<file path="src/rtl/u16u8_pkg.sv">
`timescale 1ns / 1ps
`default_nettype none
// shared types, constants and byte-forming function for the utf-16 to utf-8 transcoder
// no dependencies

package u16u8_pkg;

	localparam int FIFO_DEPTH = 2;
	localparam int FIFO_PTR_W = $clog2(FIFO_DEPTH);
	localparam int FIFO_CNT_W = $clog2(FIFO_DEPTH + 1);

	localparam int CP_W = 21;

	// surrogate ranges by their top six bits
	localparam logic [5:0] HIGH_SURR_TAG = 6'b110110;
	localparam logic [5:0] LOW_SURR_TAG  = 6'b110111;

	localparam logic [CP_W-1:0] SUPP_BASE = 21'h01_0000;
	localparam logic [CP_W-1:0] MAX_1BYTE = 21'h00_007F;
	localparam logic [CP_W-1:0] MAX_2BYTE = 21'h00_07FF;
	localparam logic [CP_W-1:0] MAX_3BYTE = 21'h00_FFFF;

	localparam logic [7:0] LEAD_2BYTE = 8'b1100_0000;
	localparam logic [7:0] LEAD_3BYTE = 8'b1110_0000;
	localparam logic [7:0] LEAD_4BYTE = 8'b1111_0000;
	localparam logic [7:0] CONT_BYTE  = 8'b1000_0000;

	localparam int ADDR_W = 3;
	localparam logic [0:0] REG_IGNORE_INVALID = 1'b0;

	typedef enum logic [1:0] {
		ST_OK          = 2'd0,
		ST_HIGH_NO_LOW = 2'd1,
		ST_LONE_LOW    = 2'd2,
		ST_HIGH_AT_END = 2'd3
	} status_t;

	// one queued job: a code point to encode or a single error word
	typedef struct packed {
		logic [CP_W-1:0] cp;
		logic [1:0]      last_idx;
		status_t         status;
	} job_t;

	function automatic logic [1:0] cp_last_idx(input logic [CP_W-1:0] cp);
		logic [1:0] r;
		if (cp <= MAX_1BYTE)      r = 2'd0;
		else if (cp <= MAX_2BYTE) r = 2'd1;
		else if (cp <= MAX_3BYTE) r = 2'd2;
		else                      r = 2'd3;
		return r;
	endfunction

	function automatic logic [7:0] utf8_byte(input job_t job, input logic [1:0] idx);
		logic [7:0] r;
		logic [7:0] c0, c1, c2;
		c0 = CONT_BYTE | {2'b00, job.cp[5:0]};
		c1 = CONT_BYTE | {2'b00, job.cp[11:6]};
		c2 = CONT_BYTE | {2'b00, job.cp[17:12]};
		r = 8'h00;
		if (job.status == ST_OK) begin
			unique case (job.last_idx)
				2'd0: r = {1'b0, job.cp[6:0]};
				2'd1: r = (idx == 2'd0) ? (LEAD_2BYTE | {3'b000, job.cp[10:6]}) : c0;
				2'd2: begin
					unique case (idx)
						2'd0:    r = LEAD_3BYTE | {4'b0000, job.cp[15:12]};
						2'd1:    r = c1;
						default: r = c0;
					endcase
				end
				default: begin
					unique case (idx)
						2'd0: r = LEAD_4BYTE | {5'b00000, job.cp[20:18]};
						2'd1: r = c2;
						2'd2: r = c1;
						default: r = c0;
					endcase
				end
			endcase
		end
		return r;
	endfunction

endpackage

`default_nettype wire

</file>
<file path="src/rtl/u16u8_if.sv">
`timescale 1ns / 1ps
`default_nettype none
// valid/ready channel interfaces: utf-16 code units in, utf-8 bytes out
// no dependencies

interface u16u8_unit_if;
	logic        valid;
	logic        ready;
	logic [15:0] code_unit;
	logic        end_of_string;

	modport source(output valid, code_unit, end_of_string, input ready);
	modport sink(input valid, code_unit, end_of_string, output ready);
endinterface

interface u16u8_byte_if;
	logic       valid;
	logic       ready;
	logic [7:0] out_byte;
	logic [1:0] status;
	logic       last_in_run;

	modport source(output valid, out_byte, status, last_in_run, input ready);
	modport sink(input valid, out_byte, status, last_in_run, output ready);
endinterface

`default_nettype wire

</file>
<file path="src/rtl/u16u8_fifo.sv">
`timescale 1ns / 1ps
`default_nettype none
// short job queue between the classifier and the byte serializer
// depends on u16u8_pkg

module u16u8_fifo (
	input  wire logic            clk,
	input  wire logic            arst_n,
	input  wire logic            push,
	input  wire u16u8_pkg::job_t push_job,
	output logic                 full,
	input  wire logic            pop,
	output logic                 empty,
	output u16u8_pkg::job_t      head
);

	u16u8_pkg::job_t                     mem_q [u16u8_pkg::FIFO_DEPTH];
	logic [u16u8_pkg::FIFO_PTR_W-1:0]    wr_ptr_q;
	logic [u16u8_pkg::FIFO_PTR_W-1:0]    rd_ptr_q;
	logic [u16u8_pkg::FIFO_CNT_W-1:0]    count_q;

	localparam logic [u16u8_pkg::FIFO_PTR_W-1:0] LAST_PTR =
		u16u8_pkg::FIFO_PTR_W'(u16u8_pkg::FIFO_DEPTH - 1);
	localparam logic [u16u8_pkg::FIFO_CNT_W-1:0] DEPTH_CNT =
		u16u8_pkg::FIFO_CNT_W'(u16u8_pkg::FIFO_DEPTH);

	assign full  = (count_q == DEPTH_CNT);
	assign empty = (count_q == '0);
	assign head  = mem_q[rd_ptr_q];

	always_ff @(posedge clk) begin
		if (push) begin
			mem_q[wr_ptr_q] <= push_job;
		end
	end

	always_ff @(posedge clk or negedge arst_n) begin
		if (!arst_n) begin
			wr_ptr_q <= '0;
			rd_ptr_q <= '0;
			count_q  <= '0;
		end else begin
			if (push) begin
				wr_ptr_q <= (wr_ptr_q == LAST_PTR) ? '0 : wr_ptr_q + 1'b1;
			end
			if (pop) begin
				rd_ptr_q <= (rd_ptr_q == LAST_PTR) ? '0 : rd_ptr_q + 1'b1;
			end
			unique case ({push, pop})
				2'b10:   count_q <= count_q + 1'b1;
				2'b01:   count_q <= count_q - 1'b1;
				default: count_q <= count_q;
			endcase
		end
	end

	a_no_overflow: assert property (@(posedge clk) disable iff (!arst_n)
		full && !pop |-> !push)
		else $error("job queue written while full");

	a_no_underflow: assert property (@(posedge clk) disable iff (!arst_n)
		pop |-> !empty)
		else $error("job queue read while empty");

endmodule

`default_nettype wire

</file>
<file path="src/rtl/u16u8_front.sv">
`timescale 1ns / 1ps
`default_nettype none
// front end: accepts code units, pairs surrogates, tracks errors, queues jobs
// depends on u16u8_pkg, u16u8_if

module u16u8_front (
	input  wire logic         clk,
	input  wire logic         arst_n,
	input  wire logic         ignore_invalid,
	u16u8_unit_if.sink        units,
	input  wire logic         queue_full,
	output logic              push,
	output u16u8_pkg::job_t   push_job
);

	logic       high_pending_q;
	logic [9:0] saved_high_q;
	logic       aborted_q;

	logic       high_pending_d;
	logic [9:0] saved_high_d;
	logic       aborted_d;
	logic       has_job;
	logic       accept;
	logic       is_high;
	logic       is_low;
	logic       handled;
	logic [u16u8_pkg::CP_W-1:0] cp;

	assign units.ready = !queue_full;
	assign accept      = units.valid && units.ready;
	assign is_high     = (units.code_unit[15:10] == u16u8_pkg::HIGH_SURR_TAG);
	assign is_low      = (units.code_unit[15:10] == u16u8_pkg::LOW_SURR_TAG);

	always_comb begin
		high_pending_d  = high_pending_q;
		saved_high_d    = saved_high_q;
		aborted_d       = aborted_q;
		has_job         = 1'b0;
		handled         = 1'b0;
		cp              = {5'b0, units.code_unit};
		push_job.status = u16u8_pkg::ST_OK;
		if (!aborted_q) begin
			if (high_pending_q) begin
				high_pending_d = 1'b0;
				saved_high_d   = '0;
				if (is_low) begin
					// supplementary plane: base plus the twenty payload bits
					cp      = u16u8_pkg::SUPP_BASE + {1'b0, saved_high_q, units.code_unit[9:0]};
					has_job = 1'b1;
					handled = 1'b1;
				end else if (!ignore_invalid) begin
					has_job         = 1'b1;
					push_job.status = u16u8_pkg::ST_HIGH_NO_LOW;
					aborted_d       = 1'b1;
					handled         = 1'b1;
				end
			end
			if (!handled) begin
				if (is_high) begin
					if (units.end_of_string) begin
						if (!ignore_invalid) begin
							has_job         = 1'b1;
							push_job.status = u16u8_pkg::ST_HIGH_AT_END;
							aborted_d       = 1'b1;
						end
					end else begin
						high_pending_d = 1'b1;
						saved_high_d   = units.code_unit[9:0];
					end
				end else if (is_low) begin
					if (!ignore_invalid) begin
						has_job         = 1'b1;
						push_job.status = u16u8_pkg::ST_LONE_LOW;
						aborted_d       = 1'b1;
					end
				end else begin
					has_job = 1'b1;
				end
			end
		end
		if (units.end_of_string) begin
			high_pending_d = 1'b0;
			saved_high_d   = '0;
			aborted_d      = 1'b0;
		end
		push_job.cp       = cp;
		push_job.last_idx = (push_job.status == u16u8_pkg::ST_OK) ?
			u16u8_pkg::cp_last_idx(cp) : 2'd0;
	end

	assign push = accept && has_job;

	always_ff @(posedge clk or negedge arst_n) begin
		if (!arst_n) begin
			high_pending_q <= 1'b0;
			saved_high_q   <= '0;
			aborted_q      <= 1'b0;
		end else if (accept) begin
			high_pending_q <= high_pending_d;
			saved_high_q   <= saved_high_d;
			aborted_q      <= aborted_d;
		end
	end

	a_abort_clears_high: assert property (@(posedge clk) disable iff (!arst_n)
		aborted_q |-> !high_pending_q)
		else $error("aborted string still holds a high surrogate");

endmodule

`default_nettype wire

</file>
<file path="src/rtl/u16u8_back.sv">
`timescale 1ns / 1ps
`default_nettype none
// back end: serializes each queued job into utf-8 words through an output register
// depends on u16u8_pkg, u16u8_if

module u16u8_back (
	input  wire logic            clk,
	input  wire logic            arst_n,
	input  wire logic            queue_empty,
	input  wire u16u8_pkg::job_t head,
	output logic                 pop,
	u16u8_byte_if.source         utf8
);

	u16u8_pkg::job_t job_q;
	logic [1:0]      idx_q;
	logic            busy_q;
	logic            out_valid_q;
	logic [7:0]      out_byte_q;
	logic [1:0]      status_q;
	logic            last_q;

	logic advance;
	logic job_done;

	assign advance  = busy_q && (!out_valid_q || utf8.ready);
	assign job_done = advance && (idx_q == job_q.last_idx);
	assign pop      = !queue_empty && (!busy_q || job_done);

	assign utf8.valid       = out_valid_q;
	assign utf8.out_byte    = out_byte_q;
	assign utf8.status      = status_q;
	assign utf8.last_in_run = last_q;

	always_ff @(posedge clk) begin
		if (pop) begin
			job_q <= head;
		end
		if (advance) begin
			out_byte_q <= u16u8_pkg::utf8_byte(job_q, idx_q);
			status_q   <= job_q.status;
			last_q     <= (idx_q == job_q.last_idx);
		end
	end

	always_ff @(posedge clk or negedge arst_n) begin
		if (!arst_n) begin
			busy_q      <= 1'b0;
			idx_q       <= '0;
			out_valid_q <= 1'b0;
		end else begin
			if (pop) begin
				busy_q <= 1'b1;
				idx_q  <= '0;
			end else if (job_done) begin
				busy_q <= 1'b0;
			end else if (advance) begin
				idx_q <= idx_q + 1'b1;
			end
			if (advance) begin
				out_valid_q <= 1'b1;
			end else if (utf8.ready) begin
				out_valid_q <= 1'b0;
			end
		end
	end

	a_idx_in_range: assert property (@(posedge clk) disable iff (!arst_n)
		busy_q |-> idx_q <= job_q.last_idx)
		else $error("byte index beyond encoded length");

	a_error_word: assert property (@(posedge clk) disable iff (!arst_n)
		out_valid_q && status_q != u16u8_pkg::ST_OK |-> out_byte_q == 8'h00 && last_q)
		else $error("error word carries data or is not last");

endmodule

`default_nettype wire

</file>
<file path="src/rtl/utf16_to_utf8_transcoder_core.sv">
`timescale 1ns / 1ps
`default_nettype none
// top level of the utf-16 to utf-8 transcoder: apb register, front end, job queue, back end
// depends on u16u8_pkg, u16u8_if, u16u8_front, u16u8_fifo, u16u8_back

// The block takes one UTF-16 code unit per word on the units channel, with an
// end-of-string flag, and gives UTF-8 bytes one word at a time on the utf8
// channel, the final word caused by each unit flagged with last_in_run. A high
// surrogate is held (no output) until its low partner arrives, then the pair
// leaves as four bytes. Invalid sequences follow the ignore_invalid register
// (apb offset 0x0, bit 0): set, the bad unit is dropped quietly; clear, one
// word with a zero byte and a nonzero status is sent and the rest of the
// string is swallowed until its end-of-string unit. The front end takes a unit
// in every cycle while the two-entry job queue has room; the back end sends one
// word per cycle while the receiver is ready, so a unit gives 0 to 4 words at the
// output (1 for ascii or an error word, 2 or 3 for wider bmp characters, 4 for
// the low half of a surrogate pair) and that serializer sets the sustained rate.
// Units that give no output (a held high surrogate, a dropped or swallowed unit)
// are handled by the front only. Change ignore_invalid only while the block is idle.

module utf16_to_utf8_transcoder_core (
	input  wire logic                          clk,
	input  wire logic                          arst_n,
	input  wire logic                          psel,
	input  wire logic                          penable,
	input  wire logic                          pwrite,
	input  wire logic [u16u8_pkg::ADDR_W-1:0]  paddr,
	input  wire logic [31:0]                   pwdata,
	output logic [31:0]                        prdata,
	output logic                               pready,
	u16u8_unit_if.sink                         units,
	u16u8_byte_if.source                       utf8
);

	// configuration register
	logic ignore_invalid_q;
	logic reg_hit;
	logic reg_write;

	// queue handshakes
	logic            push;
	logic            pop;
	logic            queue_full;
	logic            queue_empty;
	u16u8_pkg::job_t push_job;
	u16u8_pkg::job_t head;

	assign pready    = 1'b1;
	assign reg_hit   = (paddr[u16u8_pkg::ADDR_W-1] == u16u8_pkg::REG_IGNORE_INVALID);
	assign reg_write = psel && penable && pwrite && pready && reg_hit;
	assign prdata    = reg_hit ? {31'b0, ignore_invalid_q} : 32'h0;

	always_ff @(posedge clk or negedge arst_n) begin
		if (!arst_n) begin
			ignore_invalid_q <= 1'b0;
		end else if (reg_write) begin
			ignore_invalid_q <= pwdata[0];
		end
	end

	// front end: classification and surrogate pairing
	u16u8_front u_front (
		.clk            (clk),
		.arst_n         (arst_n),
		.ignore_invalid (ignore_invalid_q),
		.units          (units),
		.queue_full     (queue_full),
		.push           (push),
		.push_job       (push_job)
	);

	// decoupling queue, lets the front run ahead of a stalled output
	u16u8_fifo u_fifo (
		.clk      (clk),
		.arst_n   (arst_n),
		.push     (push),
		.push_job (push_job),
		.full     (queue_full),
		.pop      (pop),
		.empty    (queue_empty),
		.head     (head)
	);

	// back end: one utf-8 word per cycle through the output register while the receiver is ready
	u16u8_back u_back (
		.clk         (clk),
		.arst_n      (arst_n),
		.queue_empty (queue_empty),
		.head        (head),
		.pop         (pop),
		.utf8        (utf8)
	);

endmodule

`default_nettype wire

</file>
<file path="src/flat_wrapper.sv">
// flat-port wrapper written by rule: the top's interface ports become plain ports
module utf16_to_utf8_transcoder_core_flat 
  (clk, arst_n, psel, penable, pwrite, paddr, pwdata, prdata, pready, units_valid, units_code_unit, units_end_of_string, units_ready, utf8_valid, utf8_out_byte, utf8_status, utf8_last_in_run, utf8_ready);
  u16u8_unit_if units_i ();
  u16u8_byte_if utf8_i ();
  input  wire logic clk;
  input  wire logic arst_n;
  input  wire logic psel;
  input  wire logic penable;
  input  wire logic pwrite;
  input  wire logic [u16u8_pkg::ADDR_W-1:0] paddr;
  input  wire logic [31:0] pwdata;
  output logic [31:0] prdata;
  output logic pready;
  input wire logic [$bits(units_i.valid)-1:0] units_valid;
  input wire logic [$bits(units_i.code_unit)-1:0] units_code_unit;
  input wire logic [$bits(units_i.end_of_string)-1:0] units_end_of_string;
  output wire logic [$bits(units_i.ready)-1:0] units_ready;
  output wire logic [$bits(utf8_i.valid)-1:0] utf8_valid;
  output wire logic [$bits(utf8_i.out_byte)-1:0] utf8_out_byte;
  output wire logic [$bits(utf8_i.status)-1:0] utf8_status;
  output wire logic [$bits(utf8_i.last_in_run)-1:0] utf8_last_in_run;
  input wire logic [$bits(utf8_i.ready)-1:0] utf8_ready;
  assign units_i.valid = units_valid;
  assign units_i.code_unit = units_code_unit;
  assign units_i.end_of_string = units_end_of_string;
  assign units_ready = units_i.ready;
  assign utf8_valid = utf8_i.valid;
  assign utf8_out_byte = utf8_i.out_byte;
  assign utf8_status = utf8_i.status;
  assign utf8_last_in_run = utf8_i.last_in_run;
  assign utf8_i.ready = utf8_ready;
  utf16_to_utf8_transcoder_core u_core (.clk(clk), .arst_n(arst_n), .psel(psel), .penable(penable), .pwrite(pwrite), .paddr(paddr), .pwdata(pwdata), .prdata(prdata), .pready(pready), .units(units_i), .utf8(utf8_i));
endmodule
</file>
<file path="config.mk">
export PLATFORM = sky130hd
export DESIGN_NAME = utf16_to_utf8_transcoder_core_flat
export DESIGN_NICKNAME = d
export VERILOG_FILES = /design/src/rtl/u16u8_pkg.sv /design/src/rtl/u16u8_if.sv /design/src/rtl/u16u8_fifo.sv /design/src/rtl/u16u8_front.sv /design/src/rtl/u16u8_back.sv /design/src/rtl/utf16_to_utf8_transcoder_core.sv /design/src/flat_wrapper.sv
export SDC_FILE = /design/constraint.sdc
export NUM_CORES = 1
export LEC_CHECK = 0
export ABC_AREA = 1
export BUFFER_PORTS_ARGS = -buffer_cell sky130_fd_sc_hd__buf_2
export CORE_MARGIN = 2
export CORE_UTILIZATION = 40
export CTS_CLUSTER_DIAMETER = 80
export CTS_CLUSTER_SIZE = 16
export DETAILED_ROUTE_END_ITERATION = 8
export PLACE_DENSITY = 0.67
export SETUP_SLACK_MARGIN = 0.2
export SLEW_MARGIN = 40
export SYNTH_ARGS = -nofsm -noshare
export SYNTH_HDL_FRONTEND = slang
export SYNTH_SLANG_ARGS = --single-unit
</file>
<file path="constraint.sdc">
create_clock -name clk -period 3.3 [get_ports clk]
set_clock_uncertainty 0.05 [all_clocks]
set_input_delay 0.66 -clock clk [delete_from_list [all_inputs] [get_ports clk]]
set_output_delay 0.66 -clock clk [all_outputs]
set_load 0.05 [all_outputs]
</file>
### Word-level counts from Yosys, hierarchy flattened

Memories as Yosys holds them, arrays and structs flattened. A register that Yosys moved wholly into a read port is not among the register bits.
Index checks and enable logic that the tools add are counted.

* output and inout bits: 46
* input bits: 59
* logic and storage cells: 122
* bits in registers: 32
* memories: 1
* memory bits (writable): 50

* order comparisons: 3
* equal/unequal tests: 12
* reduce and logical (&&, ||, !) cells: 25
* muxes and demuxes: 61
* bitwise logic cells: 1
* $add $sub $neg: 6

Memories
* u_core.u_fifo.mem_q: words 2, width 25, rd ports 1, clocked after memory_dff 1, write ports 1, RTL line u16u8_fifo.sv:17 `u16u8_pkg::job_t mem_q [u16u8_pkg::FIFO_DEPTH];`

Operators with widths (count)
* $mux 21: 3
* $mux 10: 5
* $mux 1: 35
* $mux 2: 13
* $pmux 8 s3: 1
* $add 17x20->21 const A: 1
* $le 21x11->1 const B: 1
* $le 21x16->1 const B: 1
* $le 21x7->1 const B: 1
* $pmux 7 s3: 1
* $pmux 7 s2: 1
* $eq 6x6->1 const B: 2
* $logic_not 2->1: 5
* $eq 2x2->1 const B: 4
* $logic_and 1x1->1: 8
* $reduce_bool 2->1: 4
* $mux 7: 1
* $eq 2x1->1 const B: 3
* $add 2x1->2 const B: 2
* $logic_not 1->1: 4
* $ne 2x2->1 const B: 2
* $pmux 2 s2: 1
* $reduce_and 2->1: 2
* $add 1x1->1 const B: 2
* other kinds (4): 5

### Longest topological paths before layout

* depth in word-level cells: 11
* gate-level depth with buffers: 12
* depth with buffers taken out: 11

### Cells and area by module

From an unflattened synthesis, not the netlist that was laid out.

* cell total of the unflattened synthesis: 547
* area total of the unflattened synthesis: 5501.5 um^2

By module, submodules not included
* u16u8_fifo: cells each 155, area each 2204.6 um^2, sequential area each 1601.5 um^2, times used 1
* u16u8_back: cells each 202, area each 1963.1 um^2, sequential area each 1181.1 um^2, times used 1
* u16u8_front: cells each 145, area each 1019.7 um^2, sequential area each 300.3 um^2, times used 1
* utf16_to_utf8_transcoder_core: cells each 45, area each 314.1 um^2, sequential area each 25.0 um^2, times used 1

### Worst setup path after synthesis

No wires, ideal clock.

* path kind: input to register
* start point: input port utf8_ready
* end point: register u_core.u_fifo.count_q[1] (netlist name)
* data arrival time: 3581 ps
* required time: 3124 ps
* setup slack: -457 ps
* path buffers: 0
* stages on the path: 10
* cells stage by stage: inv_1 -> a21oi_1 -> nand2_1 -> nand2_1 -> inv_1 -> nor2_1 -> ha_1 -> a21oi_1 -> o21ai_0 -> xnor2_1

* word-level cells in the longest chain between the ends: 7
* elaborated cells on any way between the ends: 9

Ends and longest elaborated chain
* start: declaration: RTL line flat_wrapper.sv:23 `input wire logic [$bits(utf8_i.ready)-1:0] utf8_ready;`
* $logic_or 1x1->1 (*): RTL line u16u8_back.sv:26 `assign advance = busy_q && (!out_valid_q || utf8.ready);`
* $logic_and 1x1->1 (*): RTL line u16u8_back.sv:26
* net u_core.u_back.advance: RTL line u16u8_back.sv:23 `logic advance;`
* $logic_and 1x1->1 (*): RTL line u16u8_back.sv:27 `assign job_done = advance && (idx_q == job_q.last_idx);`
* $logic_or 1x1->1 (*): RTL line u16u8_back.sv:28 `assign pop = !queue_empty && (!busy_q || job_done);`
* $logic_and 1x1->1 (*): RTL line u16u8_back.sv:28
* net u_core.pop: RTL line utf16_to_utf8_transcoder_core.sv:42 `logic pop;`
* $eq 2x1->1 / $eq 2x2->1 (equally long branches): RTL line u16u8_fifo.sv:49 `unique case ({push, pop})`
* $pmux 2 s2 / $reduce_bool 2->1 (equally long branches)
* end signal: assignment: RTL line u16u8_fifo.sv:50 `2'b10: count_q <= count_q + 1'b1;`
* end signal: assignment: RTL line u16u8_fifo.sv:51 `2'b01: count_q <= count_q - 1'b1;`
* end signal: assignment: RTL line u16u8_fifo.sv:52 `default: count_q <= count_q;`
* end: declaration: RTL line u16u8_fifo.sv:20 `logic [u16u8_pkg::FIFO_CNT_W-1:0] count_q;`

The timed path passes the listed nets; every way through them passes the cells marked *.
A chain may end at the register's enable or synchronous reset.

### Worst setup path in the final report

* start point: input port units_code_unit[14]
* end point: register u_core.u_fifo.count_q[1] (netlist name)

* word-level cells in the longest chain between the ends: 11
* elaborated cells on any way between the ends: 16

Ends and longest elaborated chain
* start: declaration: RTL line flat_wrapper.sv:16 `input wire logic [$bits(units_i.code_unit)-1:0] units_code_unit;`
* $eq 6x6->1: RTL line u16u8_front.sv:33 `assign is_low = (units.code_unit[15:10] == u16u8_pkg::LOW_SURR_TAG);`
* $mux 1: RTL line u16u8_front.sv:47 `if (is_low) begin`
* $mux 1: RTL line u16u8_front.sv:44 `if (high_pending_q) begin`
* $mux 1: RTL line u16u8_front.sv:62, u16u8_front.sv:72
* $mux 1 (on tied branches): RTL line u16u8_front.sv:71, u16u8_front.sv:61
* $mux 1: RTL line u16u8_front.sv:60 `if (is_high) begin`
* $mux 1 (*): RTL line u16u8_front.sv:59 `if (!handled) begin`
* $mux 1 (*): RTL line u16u8_front.sv:43 `if (!aborted_q) begin`
* $logic_and 1x1->1 (*): RTL line u16u8_front.sv:92 `assign push = accept && has_job;`
* $eq 2x1->1 / $eq 2x2->1 (equally long branches): RTL line u16u8_fifo.sv:49
* $pmux 2 s2 / $reduce_bool 2->1 (equally long branches)

Mark *: on every way between the ends. The rest lies on a longest branch, timed or not. The select of a mux whose other input is x is not followed.

==> impl_metrics.toml <==
[outcome]
status = "finished clean"

[clock_network]
htree_num_levels = 3
post_cts_buffers = 0
path_clk_slew_ns = 0.08
hold_buffers = 0
cts_tree = "yes"
cts_sinks = 107
root_buffer = "clkbuf_16"
clock_latency_ns = 0.34
ctsLongestPathBuffers = 2
cts-buffers-inserted = 9
ctsResizeCount = 0

[synth]
ys_seq_area_share_pct = 62.24
synthTopCellsByArea = "edfxtp_1, dfrtp_1, nand2_1"
synth_top_area_share_pct = 51.72
syn_area_mm2 = 0.004994
ys_types = 40
syn_inst = 441
ys_seq_elements = 107
synth_top_cell_by_area = "edfxtp_1"
postSynthAreaPerCell_um2 = 11.32
yosys_warnings = 0

[detailed_routing]
postRouteAntennaNets = 0
drc = 0
wl_um = 8651
via_count = 3069
drt_pass1_iterations = 4
vias_per_cell = 4.664
drt_iter0_markers = 147
wl_per_cell_um = 13.15

[sta]
tns_ns = 0
max_slew_margin_pct = 61.07
fin_crit_sh_pct = 68.13
hold_viol = 0
worst_slew_pin_slew_ns = 0.5840
max_freq_mhz = 444.8
finalSetupViolations = 0
holdWs_ns = 0.2223
grt_setup_unrepaired = "no"
layout_min_cycle_time_ns = 2.248
maxSlewViolCount = 0

[placement]
gpl.final_weighted_congestion = 0.8470
portBuffers = 39
hpwl_um = 6354

[worst_setup_path]
cp-start-kind = "input pin"
cp_data_required_time_ns = 3.48
worst-setup-path-type = "in -> reg"
crit_path_max_fanout = 4
arrival_ns = 2.43
path_buf_inv = 2
slowest_delay_ns = 0.38
cpMostUsedCell = "nand2_1"
cp_slowest_cell = "ha_1"
cp-end-kind = "flop"
cp_top_family = "simple AND/OR/NAND/NOR gates"
path_cells = "buf_2, nand2_1, inv_1, nand2_1, nor2_1, o21ai_2, nand4_1, nand3_1, ha_1, a21oi_1, o21ai_0, xnor2_1"

[finish]
final_nets = 551
area_growth_pct = 11.65
drive_gt1_share_pct = 20.41
fillers = 1137
antenna_cells = 0

[power]
p_leak_nw = 2.302
ir_drop_v = 0.0003061
power_mw = 4.334
power_density_mw_per_mm2 = 777.3

[job]
cap_violations = 0

[grt]
antenna_found_initial = 0
grt_max_degree = 28
grt_pass1_wl_um = 14680
grt_use_total_pct = 14.20
grt_pass1_vias = 3020
overflow = 0

[floorplan]
die-width_um = 115.7
die-area_mm2 = 0.01339
fp.coreArea_mm2 = 0.01211
row_count = 40
pin_count = 105
die_h_um = 115.7
initial_core_util_pct = 41.23

[hold_path]
hold_class = "in -> async"
power by group:
part | internal (mW) | total [mW] | switching (mW)
clock | 0.535 | 1.04 | 0.503
combinational | 0.430 | 1.27 | 0.838
sequential | 1.85 | 2.03 | 0.180
kinds of logic (layout without fill, tap and decap cells):
| kind of cell | Yosys count | in the layout | share of synthesized area (%) |
|---|---|---|---|
| multiplexers | 25 | 25 | 5.638 |
| buffers and inverters | 97 | 116 | 9.797 |
| XOR/XNOR | 5 | 5 | 0.8771 |
| AND/OR/NAND/NOR | 140 | 140 | 11.93 |
| AO/OA/AOI/OAI | 58 | 58 | 7.617 |
| adder cells (fa/ha/maj) | 7 | 7 | 1.754 |
| other | 2 | 32 | 0.1504 |
| flip-flops | 107 | 107 | 62.24 |
flip-flops by register name, indices dropped and copies added (netlist names), 2 cells and up:
register / cells
u_core.u_back.job_q: 25
u_core.u_back.utf8.out_byte: 8
u_core.u_front.saved_high_q: 10
u_core.u_fifo.mem_q: 50
u_core.u_back.idx_q: 2
u_core.u_back.utf8.status: 2
u_core.u_fifo.count_q: 2
per-layer routing:
metal  GRT usage, %  vias to the layer above  part of all wire, %
met5              0                        -                    0
met4          4.206                        0                  1.5
met3          4.027                       10                  4.6
met2          23.66                      103                   47
met1          18.19                     1435                   46
li1               -                     1521                    -
through the flow:
step / cell area (um2) / setup slack (ns) / utilization, % / std cells
4_1_cts: 5575 / 1.064 / 46.03 / 658
5_1_grt: 5575 / 0.8019 / 46.03 / 658
2_1_floorplan: 5114 / 0.3535 / - / 471
3_3_place_gp: 5279 / 0.8115 / 43.58 / 642
3_5_place_dp: 5280 / 0.7048 / 43.60 / 642
6_report: 5575 / 1.052 / 46.03 / 658
layout by cell type (no fill, tap or decap), types with 2 or more instances in the layout:
cell and n:
a21oi_1 11, a221oi_1 5, buf_2 39, buf_4 4
clkbuf_16 9, clkinv_1 2, conb_1 32, dfrtp_1 20
edfxtp_1 86, ha_1 7, inv_1 52, inv_2 3
inv_6 2, inv_8 2, mux2_2 25, nand2_1 83
nand3_1 8, nand4_1 6, nor2_1 31, nor2_2 3
nor2_4 2, nor3_1 2, o2111ai_1 2, o211ai_1 3
o21ai_0 24, o22ai_1 4, o31ai_1 2, xnor2_1 2
xor2_1 3
worst paths after layout:
kind                       cells after the start                                            to  slack (ns)                                from
min in group clk                               0        u_core.u_back.utf8.status[0]$_DFFE_PP_        0.42    u_core.u_back.job_q[0]$_DFFE_PP_
setup / recovery                              12          u_core.u_fifo.count_q[1]$_DFFE_PN0P_        1.05                 units_code_unit[14]
hold / removal                                 1     u_core.u_front.high_pending_q$_DFFE_PN0P_        0.22                              arst_n
max in group asynchronous                      1            u_core.u_fifo.rd_ptr_q$_DFFE_PN0P_        2.61                              arst_n
hold reg to reg                                0        u_core.u_back.utf8.status[0]$_DFFE_PP_        0.42    u_core.u_back.job_q[0]$_DFFE_PP_
setup reg to reg                               7  u_core.u_back.utf8.out_byte[1]$_SDFFCE_PP0P_        1.14  u_core.u_back.idx_q[0]$_DFFE_PN0P_
area by class of cell:
| type | instances | area, um2 | area share (%) |
|---|---|---|---|
| clock buffer | 9 | 225.2 | 4.039 |
| inverter | 57 | 214.0 | 3.838 |
| sequential | 107 | 3109 | 55.77 |
| multi-input combinational | 267 | 1521 | 27.29 |
| timing repair buffer | 43 | 225.2 | 4.039 |
| tap | 168 | 210.2 | 3.770 |
| clock inverter | 7 | 70.07 | 1.257 |
Yosys cell counts (all sizes together):
cell and number:
a21boi 1, a21oi 11, a221oi 5, a22oi 2, and2 1, buf 37, clkbuf 3, clkinv 2
conb 2, dfrtp 21, edfxtp 86, ha 7, inv 55, mux2 25, nand2 84, nand3 8
nand3b 1, nand4 7, nor2 36, nor3 3, o2111ai 2, o211ai 3, o21a 1, o21ai 26
o22ai 4, o31ai 3, xnor2 2, xor2 3
Power figures use the tool's default switching activity.
